**config.mk**
```make
export PLATFORM = sky130hd
export DESIGN_NAME = debounced_button_pwm_led_dimmer_unit
export DESIGN_NICKNAME = d
export VERILOG_FILES = /design/src/dbled_pkg.sv /design/src/dbled_div.sv /design/src/dbled_dp.sv /design/src/dbled_ctrl.sv /design/src/debounced_button_pwm_led_dimmer_unit.sv
export VERILOG_INCLUDE_DIRS = /design/src /design/src/src
export SDC_FILE = /design/constraint.sdc
export NUM_CORES = 1
export LEC_CHECK = 0
export ABC_AREA = 1
export BUFFER_PORTS_ARGS = -buffer_cell sky130_fd_sc_hd__buf_4
export CAP_MARGIN = 20
export CORE_MARGIN = 2
export CORE_UTILIZATION = 40
export CTS_CLUSTER_SIZE = 24
export DETAILED_ROUTE_END_ITERATION = 10
export PLACE_DENSITY = 0.65
export SLEW_MARGIN = 10
export SYNTH_ARGS = -nofsm -noshare
export SYNTH_HDL_FRONTEND = slang
export SYNTH_SLANG_ARGS = --single-unit
```
**constraint.sdc**
```tcl
create_clock -name clk_i -period 5.1 [get_ports clk_i]
set_clock_uncertainty 0.2 [all_clocks]
set_input_delay 0.51 -clock clk_i [delete_from_list [all_inputs] [get_ports clk_i]]
set_output_delay 0.51 -clock clk_i [all_outputs]
set_load 0.01 [all_outputs]
```
**src/assert_macros.svh**
```systemverilog
// assertion macros shared by the dimmer rtl
`ifndef ASSERT_MACROS_SVH
`define ASSERT_MACROS_SVH

// clocked assertion, disabled while reset is held
`define DBL_ASSERT(name, prop) \
  name: assert property (@(posedge clk_i) disable iff (!rst_ni) prop) \
    else $error("dimmer assertion failed");

// same with a caller supplied message
`define DBL_ASSERT_MSG(name, prop, msg) \
  name: assert property (@(posedge clk_i) disable iff (!rst_ni) prop) \
    else $error(msg);

`endif

```
**src/dbled_pkg.sv**
```systemverilog
// shared types and constants of the pwm led dimmer
package dbled_pkg;

  localparam int unsigned TIME_WIDTH_DEF  = 24;
  localparam int unsigned LEVEL_WIDTH_DEF = 8;

  localparam int unsigned CFG_TIME_W  = 24;
  localparam int unsigned CFG_LEVEL_W = 8;
  localparam int unsigned PCT_W       = 7;
  localparam int unsigned APB_DATA_W  = 32;
  localparam int unsigned APB_ADDR_W  = 4;

  localparam logic [CFG_TIME_W-1:0]  DEBOUNCE_RST = 24'd200;
  localparam logic [CFG_TIME_W-1:0]  PERIOD_RST   = 24'd100000;
  localparam logic [CFG_LEVEL_W-1:0] MAX_RST      = 8'd5;
  localparam logic [PCT_W-1:0]       PCT_SCALE    = 7'd100;

  typedef enum logic [1:0] {
    REG_DEBOUNCE = 2'd0,
    REG_PERIOD   = 2'd1,
    REG_MAX      = 2'd2,
    REG_NONE     = 2'd3
  } reg_idx_e;

  typedef enum logic [5:0] {
    ST_IDLE      = 6'b000001,
    ST_ON_START  = 6'b000010,
    ST_ON_WAIT   = 6'b000100,
    ST_PCT_START = 6'b001000,
    ST_PCT_WAIT  = 6'b010000,
    ST_FINISH    = 6'b100000
  } ctrl_state_e;

  typedef enum logic {
    DIV_ON  = 1'b0,
    DIV_PCT = 1'b1
  } div_sel_e;

  typedef struct packed {
    logic     step;
    logic     div_start;
    div_sel_e div_sel;
    logic     finish;
  } dp_cmd_t;

  typedef struct packed {
    logic div_done;
    logic out_busy;
  } dp_sts_t;

endpackage

```
**src/dbled_div.sv**
```systemverilog
// restoring divider, one quotient bit per cycle
module dbled_div import dbled_pkg::*; #(
  parameter int unsigned NUM_W = 32,
  parameter int unsigned DEN_W = 8
) (
  input  logic             clk_i,
  input  logic             rst_ni,
  input  logic             start_i,
  input  logic [NUM_W-1:0] num_i,
  input  logic [DEN_W-1:0] den_i,
  output logic             done_o,
  output logic [NUM_W-1:0] quot_o
);

  localparam int unsigned CNT_W = $clog2(NUM_W + 1);

  logic [NUM_W-1:0] num_q, num_d;
  logic [DEN_W-1:0] rem_q, rem_d;
  logic [DEN_W-1:0] den_q;
  logic [CNT_W-1:0] cnt_q, cnt_d;
  logic             done_q, done_d;
  logic [DEN_W+1:0] trial;

  always_comb begin
    trial  = {1'b0, rem_q, num_q[NUM_W-1]} - {2'b00, den_q};
    num_d  = num_q;
    rem_d  = rem_q;
    cnt_d  = cnt_q;
    done_d = 1'b0;
    if (start_i) begin
      num_d = num_i;
      rem_d = '0;
      cnt_d = CNT_W'(NUM_W);
    end else if (cnt_q != '0) begin
      cnt_d = cnt_q - 1'b1;
      if (!trial[DEN_W+1]) begin
        rem_d = trial[DEN_W-1:0];
        num_d = {num_q[NUM_W-2:0], 1'b1};
      end else begin
        rem_d = {rem_q[DEN_W-2:0], num_q[NUM_W-1]};
        num_d = {num_q[NUM_W-2:0], 1'b0};
      end
      done_d = (cnt_q == CNT_W'(1));
    end
  end

  always_ff @(posedge clk_i or negedge rst_ni) begin
    if (!rst_ni) begin
      cnt_q  <= '0;
      done_q <= 1'b0;
    end else begin
      cnt_q  <= cnt_d;
      done_q <= done_d;
    end
  end

  always_ff @(posedge clk_i) begin
    num_q <= num_d;
    rem_q <= rem_d;
    if (start_i) begin
      den_q <= den_i;
    end
  end

  assign done_o = done_q;
  assign quot_o = num_q;

endmodule

```
**src/dbled_dp.sv**
```systemverilog
// datapath: elapsed counters, level, pwm pin and result register
`include "assert_macros.svh"

module dbled_dp import dbled_pkg::*; #(
  parameter int unsigned TIME_WIDTH  = TIME_WIDTH_DEF,
  parameter int unsigned LEVEL_WIDTH = LEVEL_WIDTH_DEF
) (
  input  logic                   clk_i,
  input  logic                   rst_ni,
  input  dp_cmd_t                cmd_i,
  output dp_sts_t                sts_o,
  input  logic                   up_press_i,
  input  logic                   down_press_i,
  input  logic [CFG_TIME_W-1:0]  debounce_i,
  input  logic [CFG_TIME_W-1:0]  period_i,
  input  logic [CFG_LEVEL_W-1:0] max_level_i,
  input  logic                   out_stall_i,
  output logic                   out_valid_o,
  output logic                   led_out_o,
  output logic [CFG_LEVEL_W-1:0] brightness_level_o,
  output logic [PCT_W-1:0]       brightness_percent_o
);

  localparam int unsigned CW    = (TIME_WIDTH > CFG_TIME_W) ? TIME_WIDTH : CFG_TIME_W;
  localparam int unsigned MW    = (LEVEL_WIDTH > CFG_LEVEL_W) ? LEVEL_WIDTH : CFG_LEVEL_W;
  localparam int unsigned NUM_W = CFG_TIME_W + LEVEL_WIDTH;

  logic [TIME_WIDTH-1:0]  since_down_q, since_up_q, since_toggle_q;
  logic [TIME_WIDTH-1:0]  sd_inc, su_inc, st_inc;
  logic [LEVEL_WIDTH-1:0] level_q, lvl_dn, lvl_up, mx;
  logic                   pin_q;
  logic                   down_ok, up_ok;
  logic [MW-1:0]          mx_wide;
  logic [MW-1:0]          lvl_wide;
  logic [CFG_TIME_W-1:0]  on_t_q, need;
  logic [NUM_W-1:0]       pct_q;
  logic [NUM_W-1:0]       div_num, div_quot;
  logic                   div_done;
  div_sel_e               sel_q;
  logic                   out_busy, load, toggle, pin_next;
  logic                   out_valid_q, led_q;
  logic [CFG_LEVEL_W-1:0] lvl_out_q;
  logic [PCT_W-1:0]       pct_out_q;

  function automatic logic [TIME_WIDTH-1:0] sat_inc(input logic [TIME_WIDTH-1:0] v);
    sat_inc = (&v) ? v : v + 1'b1;
  endfunction

  // effective maximum level
  always_comb begin
    mx_wide = (max_level_i == '0) ? MW'(1) : MW'(max_level_i);
    if (mx_wide > MW'({LEVEL_WIDTH{1'b1}})) begin
      mx_wide = MW'({LEVEL_WIDTH{1'b1}});
    end
    mx = mx_wide[LEVEL_WIDTH-1:0];
  end

  always_comb begin
    sd_inc  = sat_inc(since_down_q);
    su_inc  = sat_inc(since_up_q);
    st_inc  = sat_inc(since_toggle_q);
    down_ok = down_press_i && (CW'(sd_inc) >= CW'(debounce_i));
    up_ok   = up_press_i && (CW'(su_inc) >= CW'(debounce_i));
    lvl_dn  = (down_ok && level_q != '0) ? level_q - 1'b1 : level_q;
    lvl_up  = (up_ok && lvl_dn < mx) ? lvl_dn + 1'b1 : lvl_dn;
  end

  assign div_num = (cmd_i.div_sel == DIV_PCT)
                 ? NUM_W'(PCT_SCALE) * NUM_W'(level_q)
                 : NUM_W'(period_i) * NUM_W'(level_q);

  dbled_div #(
    .NUM_W (NUM_W),
    .DEN_W (LEVEL_WIDTH)
  ) u_div (
    .clk_i   (clk_i),
    .rst_ni  (rst_ni),
    .start_i (cmd_i.div_start),
    .num_i   (div_num),
    .den_i   (mx),
    .done_o  (div_done),
    .quot_o  (div_quot)
  );

  assign out_busy = out_valid_q && out_stall_i;
  assign load     = cmd_i.finish && !out_busy;

  always_comb begin
    need     = pin_q ? on_t_q : period_i - on_t_q;
    toggle   = 1'b0;
    pin_next = pin_q;
    if (level_q == '0) begin
      pin_next = 1'b0;
    end else if (level_q >= mx) begin
      pin_next = 1'b1;
    end else if (CW'(since_toggle_q) >= CW'(need)) begin
      toggle   = 1'b1;
      pin_next = !pin_q;
    end
  end

  assign lvl_wide = MW'(level_q);

  always_ff @(posedge clk_i or negedge rst_ni) begin
    if (!rst_ni) begin
      since_down_q   <= '0;
      since_up_q     <= '0;
      since_toggle_q <= '0;
      level_q        <= '0;
      pin_q          <= 1'b0;
      out_valid_q    <= 1'b0;
    end else begin
      if (cmd_i.step) begin
        since_down_q   <= down_ok ? '0 : sd_inc;
        since_up_q     <= up_ok ? '0 : su_inc;
        since_toggle_q <= st_inc;
        level_q        <= lvl_up;
      end else if (load && toggle) begin
        since_toggle_q <= '0;
      end
      if (load) begin
        pin_q       <= pin_next;
        out_valid_q <= 1'b1;
      end else if (out_valid_q && !out_stall_i) begin
        out_valid_q <= 1'b0;
      end
    end
  end

  always_ff @(posedge clk_i) begin
    if (cmd_i.div_start) begin
      sel_q <= cmd_i.div_sel;
    end
    if (div_done) begin
      if (sel_q == DIV_PCT) begin
        pct_q <= div_quot;
      end else begin
        on_t_q <= div_quot[CFG_TIME_W-1:0];
      end
    end
    if (load) begin
      led_q     <= pin_next;
      lvl_out_q <= lvl_wide[CFG_LEVEL_W-1:0];
      pct_out_q <= (pct_q > NUM_W'(PCT_SCALE)) ? PCT_SCALE : pct_q[PCT_W-1:0];
    end
  end

  assign sts_o.div_done       = div_done;
  assign sts_o.out_busy       = out_busy;
  assign out_valid_o          = out_valid_q;
  assign led_out_o            = led_q;
  assign brightness_level_o   = lvl_out_q;
  assign brightness_percent_o = pct_out_q;

  `DBL_ASSERT(a_level_hold, !cmd_i.step |=> $stable(level_q))
  `DBL_ASSERT(a_out_load, (cmd_i.finish && !out_busy) |=> out_valid_q)
  `DBL_ASSERT_MSG(a_toggle_clear, (load && toggle) |=> (since_toggle_q == '0),
    "pwm toggle did not restart its counter")

endmodule

```
**src/dbled_ctrl.sv**
```systemverilog
// controller state machine sequencing one tick
module dbled_ctrl import dbled_pkg::*; (
  input  logic    clk_i,
  input  logic    rst_ni,
  input  logic    in_valid_i,
  output logic    in_stall_o,
  input  dp_sts_t sts_i,
  output dp_cmd_t cmd_o
);

  ctrl_state_e state_q, state_d;

  always_comb begin
    state_d = state_q;
    cmd_o   = '{step: 1'b0, div_start: 1'b0, div_sel: DIV_ON, finish: 1'b0};
    unique case (state_q)
      ST_IDLE: begin
        if (in_valid_i) begin
          cmd_o.step = 1'b1;
          state_d    = ST_ON_START;
        end
      end
      ST_ON_START: begin
        cmd_o.div_start = 1'b1;
        cmd_o.div_sel   = DIV_ON;
        state_d         = ST_ON_WAIT;
      end
      ST_ON_WAIT: begin
        if (sts_i.div_done) begin
          state_d = ST_PCT_START;
        end
      end
      ST_PCT_START: begin
        cmd_o.div_start = 1'b1;
        cmd_o.div_sel   = DIV_PCT;
        state_d         = ST_PCT_WAIT;
      end
      ST_PCT_WAIT: begin
        if (sts_i.div_done) begin
          state_d = ST_FINISH;
        end
      end
      ST_FINISH: begin
        cmd_o.finish = 1'b1;
        if (!sts_i.out_busy) begin
          state_d = ST_IDLE;
        end
      end
      default: begin
        state_d = ST_IDLE;
      end
    endcase
  end

  always_ff @(posedge clk_i or negedge rst_ni) begin
    if (!rst_ni) begin
      state_q <= ST_IDLE;
    end else begin
      state_q <= state_d;
    end
  end

  assign in_stall_o = (state_q != ST_IDLE);

endmodule

```
**src/debounced_button_pwm_led_dimmer_unit.sv**
```systemverilog
// top level of the debounced button pwm led dimmer
//
// each request on the input channel is one time tick carrying the up and
// down button edge flags; every request yields exactly one result with the
// led pin level, the brightness level and the brightness percent.
// input: in_valid_i / in_stall_o, accepted when valid is high and stall low.
// output: out_valid_o / out_stall_i, taken when valid is high and stall low.
// one tick is in work at a time: in_stall_o is high from acceptance until
// the result is loaded into the output register.
// the shared one-bit-per-cycle divider computes the pwm high time and then
// the percent for each tick; the next tick can be accepted in the cycle in
// which out_valid_o goes high.
// a waiting result does not block acceptance; a tick finishing while the
// receiver stalls holds in its last step until the output register frees.
// configuration: apb writes to debounce (0x0), period (0x4), max level
// (0x8), only while idle; reads return the register value.
// reset clears level, pin and all elapsed counters and loads the register
// defaults: debounce 200, period 100000, max level 5.
module debounced_button_pwm_led_dimmer_unit import dbled_pkg::*; #(
  parameter int unsigned TIME_WIDTH  = TIME_WIDTH_DEF,
  parameter int unsigned LEVEL_WIDTH = LEVEL_WIDTH_DEF
) (
  input  logic                   clk_i,
  input  logic                   rst_ni,
  input  logic                   psel,
  input  logic                   penable,
  input  logic                   pwrite,
  input  logic [APB_ADDR_W-1:0]  paddr,
  input  logic [APB_DATA_W-1:0]  pwdata,
  output logic [APB_DATA_W-1:0]  prdata,
  output logic                   pready,
  input  logic                   in_valid_i,
  output logic                   in_stall_o,
  input  logic                   up_press_i,
  input  logic                   down_press_i,
  output logic                   out_valid_o,
  input  logic                   out_stall_i,
  output logic                   led_out_o,
  output logic [CFG_LEVEL_W-1:0] brightness_level_o,
  output logic [PCT_W-1:0]       brightness_percent_o
);

  logic [CFG_TIME_W-1:0]  debounce_q, period_q;
  logic [CFG_LEVEL_W-1:0] max_level_q;
  logic                   wr_en;
  reg_idx_e               reg_idx;
  dp_cmd_t                cmd;
  dp_sts_t                sts;
  logic                   accept;

  assign pready  = 1'b1;
  assign wr_en   = psel && penable && pwrite;
  assign reg_idx = reg_idx_e'(paddr[APB_ADDR_W-1:2]);

  always_ff @(posedge clk_i or negedge rst_ni) begin
    if (!rst_ni) begin
      debounce_q  <= DEBOUNCE_RST;
      period_q    <= PERIOD_RST;
      max_level_q <= MAX_RST;
    end else if (wr_en) begin
      unique case (reg_idx)
        REG_DEBOUNCE: debounce_q  <= pwdata[CFG_TIME_W-1:0];
        REG_PERIOD:   period_q    <= pwdata[CFG_TIME_W-1:0];
        REG_MAX:      max_level_q <= pwdata[CFG_LEVEL_W-1:0];
        default: ;
      endcase
    end
  end

  always_comb begin
    unique case (reg_idx)
      REG_DEBOUNCE: prdata = APB_DATA_W'(debounce_q);
      REG_PERIOD:   prdata = APB_DATA_W'(period_q);
      REG_MAX:      prdata = APB_DATA_W'(max_level_q);
      default:      prdata = '0;
    endcase
  end

  dbled_ctrl u_ctrl (
    .clk_i      (clk_i),
    .rst_ni     (rst_ni),
    .in_valid_i (in_valid_i),
    .in_stall_o (in_stall_o),
    .sts_i      (sts),
    .cmd_o      (cmd)
  );

  dbled_dp #(
    .TIME_WIDTH  (TIME_WIDTH),
    .LEVEL_WIDTH (LEVEL_WIDTH)
  ) u_dp (
    .clk_i                (clk_i),
    .rst_ni               (rst_ni),
    .cmd_i                (cmd),
    .sts_o                (sts),
    .up_press_i           (up_press_i),
    .down_press_i         (down_press_i),
    .debounce_i           (debounce_q),
    .period_i             (period_q),
    .max_level_i          (max_level_q),
    .out_stall_i          (out_stall_i),
    .out_valid_o          (out_valid_o),
    .led_out_o            (led_out_o),
    .brightness_level_o   (brightness_level_o),
    .brightness_percent_o (brightness_percent_o)
  );

  assign accept = in_valid_i && !in_stall_o;

  `DBL_ASSERT(a_accept_steps, accept |-> cmd.step)
  `DBL_ASSERT(a_no_step_busy, in_stall_o |-> !cmd.step)
  `DBL_ASSERT_MSG(a_cfg_idle, (wr_en && reg_idx != REG_NONE) |-> !in_stall_o,
    "configuration written while a tick is in work")

endmodule

```
# Word level (Yosys, flattened, before mapping)

Index checks and enable logic that the tools add are counted.

Bits in registers: 272
Bits in latches: 0
Memory bits (writable): 0
Bits in read-only memories: 0
Word-level logic and storage cells: 124
Memories kept: 0

Add/sub/neg operators: 8
Multipliers: 2
Div/mod/pow operators: 0
Order comparisons: 7
Equal/unequal tests: 15
Shifts and indexed selects: 0
Muxes and demuxes: 39
Bitwise operators: 1
Reductions and logical operators: 31

Operators by type and width:

| operator                                                        | number |
|---|---|
| two-way mux 24 bit                                              | 8 |
| two-way mux 32 bit                                              | 3 |
| adder 24 x 1 -> 24 bit (second input constant)                  | 3 |
| >= comparator 24 bit                                            | 3 |
| case mux 24 bit (3 select lines)                                | 1 |
| AND reduction 24 bit                                            | 3 |
| two-way mux 8 bit                                               | 5 |
| two-way mux 6 bit                                               | 6 |
| case mux 6 bit (6 select lines)                                 | 1 |
| greater-than comparator 32 x 7 -> 1 bit (second input constant) | 1 |
| multiplier 24 x 8 -> 32 bit                                     | 1 |
| subtractor 24 bit                                               | 1 |
| logical NOT 8 bit                                               | 2 |
| two-way mux 1 bit                                               | 14 |
| multiplier 5 x 8 -> 13 bit (first input constant)               | 1 |
| == test 6 x 1 -> 1 bit (second input constant)                  | 2 |
| AND reduction 2 bit                                             | 6 |
| logical AND 1 bit                                               | 10 |
| subtractor 9 x 8 -> 10 bit                                      | 1 |
| adder 8 x 1 -> 8 bit (second input constant)                    | 1 |
| >= comparator 8 bit                                             | 1 |
| greater-than comparator 8 bit (second input constant)           | 1 |
| < comparator 8 bit                                              | 1 |
| nonzero test 8 bit                                              | 1 |
| 19 further kinds                                                | 26 |

# Logic depth before layout (Yosys ltp)

Word-level depth: 10
Gate-level depth with buffers: 38
Gate-level depth less buffers: 38

# Hierarchy

Synthesis repeated with hierarchy kept, for this count alone.

Cells, all modules: 3092
Area total of the unflattened synthesis: 24034.3 um^2

By module, submodules not included:

| module                               | instances | cells each | area an instance (um^2) | sequential area each (um^2) |
|---|---|---|---|---|
| dbled_dp                             | 1         | 2383       | 18212.5                 | 4244.1 |
| dbled_div                            | 1         | 316        | 2849.0                  | 1536.5 |
| debounced_button_pwm_led_dimmer_unit | 1         | 345        | 2597.5                  | 1415.1 |
| dbled_ctrl                           | 1         | 48         | 375.4                   | 151.4 |

# Least setup slack after synthesis

Ideal clock, no wire load.

Path type: flip-flop to flip-flop
From: register u_dp.level_q[7]
To: register u_dp.u_div.num_q[23] (netlist: u_dp.u_div.quot_o[23]) (data pin)
Library setup time: 258 ps
Data arrival time: 4759 ps
Data required time: 4642 ps
Setup slack: -117 ps
Cell stages (with the launch flop): 23
Cells stage by stage: dfrtp_1 > clkbuf_1 > buf_1 > nand2_1 > fa_1 > inv_1 > fa_1 > inv_1 > fa_1 > fa_1 > inv_1 > ha_1 > nand2_1 > inv_1 > nand3_1 > nor3_1 > a21oi_1 > o21ai_0 > nand2_1 > o211ai_1 > a21oi_1 > o21ai_0 > nand2_1

Longest elaborated chain between the ends: 3

RTL lines:

| what                           | RTL line        | text |
|---|---|---|
| start, declared                | dbled_dp.sv:30  | `logic [LEVEL_WIDTH-1:0] level_q, lvl_dn, lvl_up, mx;` |
| start signal, assigned         | dbled_dp.sv:117 | `level_q <= lvl_up;` |
| multiplier 24 x 8 -> 32 bit    | dbled_dp.sv:70  | `: NUM_W'(period_i) * NUM_W'(level_q);` |
| two-way mux 32 bit             | dbled_dp.sv:69  | `? NUM_W'(PCT_SCALE) * NUM_W'(level_q)` |
| two-way mux 32 bit             | dbled_div.sv:30 | `if (start_i) begin` |
| named net u_dp.u_div.num_d[23] | dbled_div.sv:17 | `logic [NUM_W-1:0] num_q, num_d;` |
| end signal, assigned           | dbled_div.sv:58 | `num_q <= num_d;` |
| end, declared                  | dbled_div.sv:17 |  |

The timed path passes the listed nets, and every way through them passes these cells.
A chain may end at the register's enable or synchronous reset.

# Worst setup path after layout

From: register u_dp.level_q[7]
To: register u_dp.u_div.num_q[31] (netlist: u_dp.u_div.quot_o[31]) (data pin)

The elaborated chain is that of the path after synthesis.

==> impl_metrics.ini <==
[timing]
setup_violations = 0
worst_slack_ns = 0.157
maxSlewHeadroom_pct = 38.7
slew_violations = 0
period_minus_slack_ns = 4.94
min_period_over_period_pct = 96.9
worst_pin_slew_ns = 0.919
clock.fmax_ghz = 0.202
final_hold_viol_count = 0
fin_setup_tns_ns = 0

[flow_run]
maxCapViolCount = 0

[global_routing]
grt_max_degree = 88
grt_usage_pct = 21.1
antenna_found_initial = 0
overflow = 0
grt_pass1_wl_um = 101000
grt_pass1_vias = 18600

[route]
routed_wl_um = 63700
first_pass_iters = 5
via_per_inst = 5.06
drcViolationCount = 0
ant_nets = 0
wl_per_cell_um = 16.6
first_iter_violations = 1474
route.vias.total = 19400

[power_and_ir_drop]
p_per_area_nw_per_um2 = 569
leakage_nw = 13.9
ir_worst_vdd_v = 0.000362

[final_layout]
syn2layout_area_growth_pct = 17.0
final_area_um2 = 27100
fillers = 5574
drive_above_1_share_pct = 13.5
nNetsFinal = 3451
diodes = 0

[critical_path]
r2r_start = u_dp.level_q[7]
crit_path_max_incr_delay_ns = 0.55
cpMaxStageDelayCell = fa_1
cp.required_ns = 5.23
r2r_cells = 22
reg2reg_slack_ns = 0.16
reg2reg_to = u_dp.u_div.quot_o[31]
critical_path_arrival_ns = 5.07
crit_path_start_kind = flop
cp_max_fo = 8
crit_chain = buf_12 -> buf_4 -> nand2_1 -> fa_1 -> inv_1 -> fa_1 -> fa_1 -> inv_1 -> fa_1 -> inv_2 -> ha_4 -> nand3_4 -> nor3_4 -> nand3_2 -> nand3_2 -> nand3_2 -> nand2_2 -> nand4_1 -> nand2_1 -> a21oi_1 -> o21ai_1 -> nand2_1
crit_path_end_kind = flop
crit_type = reg2reg
crit_top_cell = fa_1

[place]
hpwlAfterDp_um = 49700
placed_cell_area_um2 = 25500
gp_congestion = 0.932
dp_slack_ns = 0.00987
numPortBuffers = 76

[clock_network]
path_clk_slew_ns = 0.06
clock_path_buffers = 3
numCtsBuffers = 30
worstSkewPairLatency_ns = 0.58
root_buffer = clkbuf_16
tritoncts = done
clock-sinks = 272
htree_levels = 1

[yosys]
ys_warn_count = 0
syn_avg_cell_area_um2 = 8.02
synthTopCellsByCount = 680 x nand2_1, 555 x inv_1, 215 x ha_1
synth-seq-area-share_pct = 31.7
synth_edf_count = 113
postSynth.asyncResetShare_pct = 55.5
synthTopCellsByArea = dfrtp_1 15%, edfxtp_1 15%, fa_1 12%
synth_top_area_share_pct = 15.0
synthFlopType = dfrtp_1
ys_seq_elements = 272
synth_top_cell_by_area = dfrtp_1
synth.most_common_cell = nand2_1
syn_area_um2 = 23200
synth.distinct_cells = 61
syn_inst = 2892

[die]
core_area_um2 = 57500
chipWidth_um = 245
dieArea_um2 = 59900
row_count = 88
die_h_um = 245
initial_utilization_pct = 40.4
pin_count = 96

[hold_path]
worstHoldStart = pwdata[9]
whs_path_depth = 3
hp-class = in2reg
min_to = period_q[9]

[status]
status = completed
worst max-delay path, delay by kind of cell, from the launching register on:
family | cells | cell delay, ns
adder cells (fa/ha/maj) | 5 | 2.43
AND/OR/NAND/NOR | 10 | 1.03
buffers and inverters | 5 | 0.45
flip-flops | 1 | 0.44
AO/OA/AOI/OAI | 2 | 0.16
cells in the final DEF, fill, tap and decap left out, types with 13 or more instances in the layout:
cell       netlist  final
buf_4            9    211
nor2_1         109    105
o22ai_1         19     19
or2_2           15     15
dfrtp_1        139    133
nand4_1         42     42
o21ai_0        209    200
nor4_1          17     15
nand3_1        101     94
clkbuf_16        0     33
a31oi_1         18     15
inv_1          555    549
xnor2_1         16     15
nor3_1          50     44
nand2_2         10     13
o211ai_1        14     14
o21ai_1          8     13
nand2_1        680    676
xor2_1          72     70
a21oi_1        132    120
fa_1           137    136
edfxtp_1       113    113
ha_1           215    203
logic make-up after synthesis:
logic type | Yosys count | share of synthesized area (%)
compound gates | 455 | 10.9
xor+xnor | 88 | 3.32
fa+ha+maj | 352 | 23.4
buf+inv | 669 | 11.1
flops | 272 | 31.7
mux | 1 | 0.0485
other cells | 2 | 0.0324
simple gates | 1053 | 19.5
metrics by stage:
| step | utilization (%) | instances | total power, W | hold WS, ns |
|---|---|---|---|---|
| 3_5_place_dp | 44.3 | 3769 | 0.0125 | 0.241 |
| 5_1_grt | 47.2 | 3843 | 0.0169 | 0.0433 |
| 3_3_place_gp | 44.2 | 3767 | 0.0124 | 0.239 |
| 2_1_floorplan | - | 2899 | 0.00919 | 0.0144 |
| 4_1_cts | 46.2 | 3829 | 0.0148 | 0.00242 |
| 6_report | 47.2 | 3843 | 0.0154 | 0.0152 |
report_power, final:
group	leakage [nW]	switching, W	internal [W]
Sequential	3.09	0.000573	0.00300
Clock	0.488	0.000927	0.00131
Combinational	10.3	0.00558	0.00406
sequential cells by signal, summed over array words and instances (netlist names), 24 cells and up:
register             flops
period_q                24
u_dp.since_toggle_q     24
u_dp.since_up_q         24
debounce_q              24
u_dp.on_t_q             24
u_dp.u_div.quot_o       32
u_dp.since_down_q       24
u_dp.pct_q              32
final cells by class:
type	count	area, um2	area share, %
clock buffer	38	832	3.07
clock inverter	18	181	0.669
inverter	559	2100	7.73
multi-input combinational	1958	13700	50.7
sequential	272	7350	27.1
tap	765	957	3.53
timing repair buffer	233	1960	7.21
layer usage:
metal,vias to the layer above,GRT usage [%],part of all wire [%]
met5,-,0,0
met4,0,5.42,2.7
met3,85,2.59,5.6
met2,473,34.3,46
met1,9298,29.8,45
li1,9572,-,-
worst max-delay path by stage:
stage	start	to	slack, ns	cells after the start
6_report	u_dp.level_q[7]	u_dp.u_div.quot_o[31]	0.16	22
3_5_place_dp	u_dp.level_q[6]	u_dp.u_div.quot_o[31]	0.01	23
4_1_cts	u_dp.level_q[7]	u_dp.u_div.quot_o[27]	0.02	18
5_1_grt	u_dp.since_down_q[0]	u_dp.level_q[5]	-0.11	34
3_3_place_gp	u_dp.level_q[6]	u_dp.u_div.quot_o[31]	0.01	23
2_1_floorplan	u_dp.level_q[5]	u_dp.u_div.quot_o[24]	0.05	21
what timing repair did:
action                                  CTS  global route
hold endpoints to repair                 83             0
cloned                                    0             2
endpoints found under the setup margin    2            53
buffers inserted                          0            12
pin swaps                                 0            38
hold buffers                              4             0
resized for setup                         3            95
Note: power is estimated with default switching activity, not from simulation.
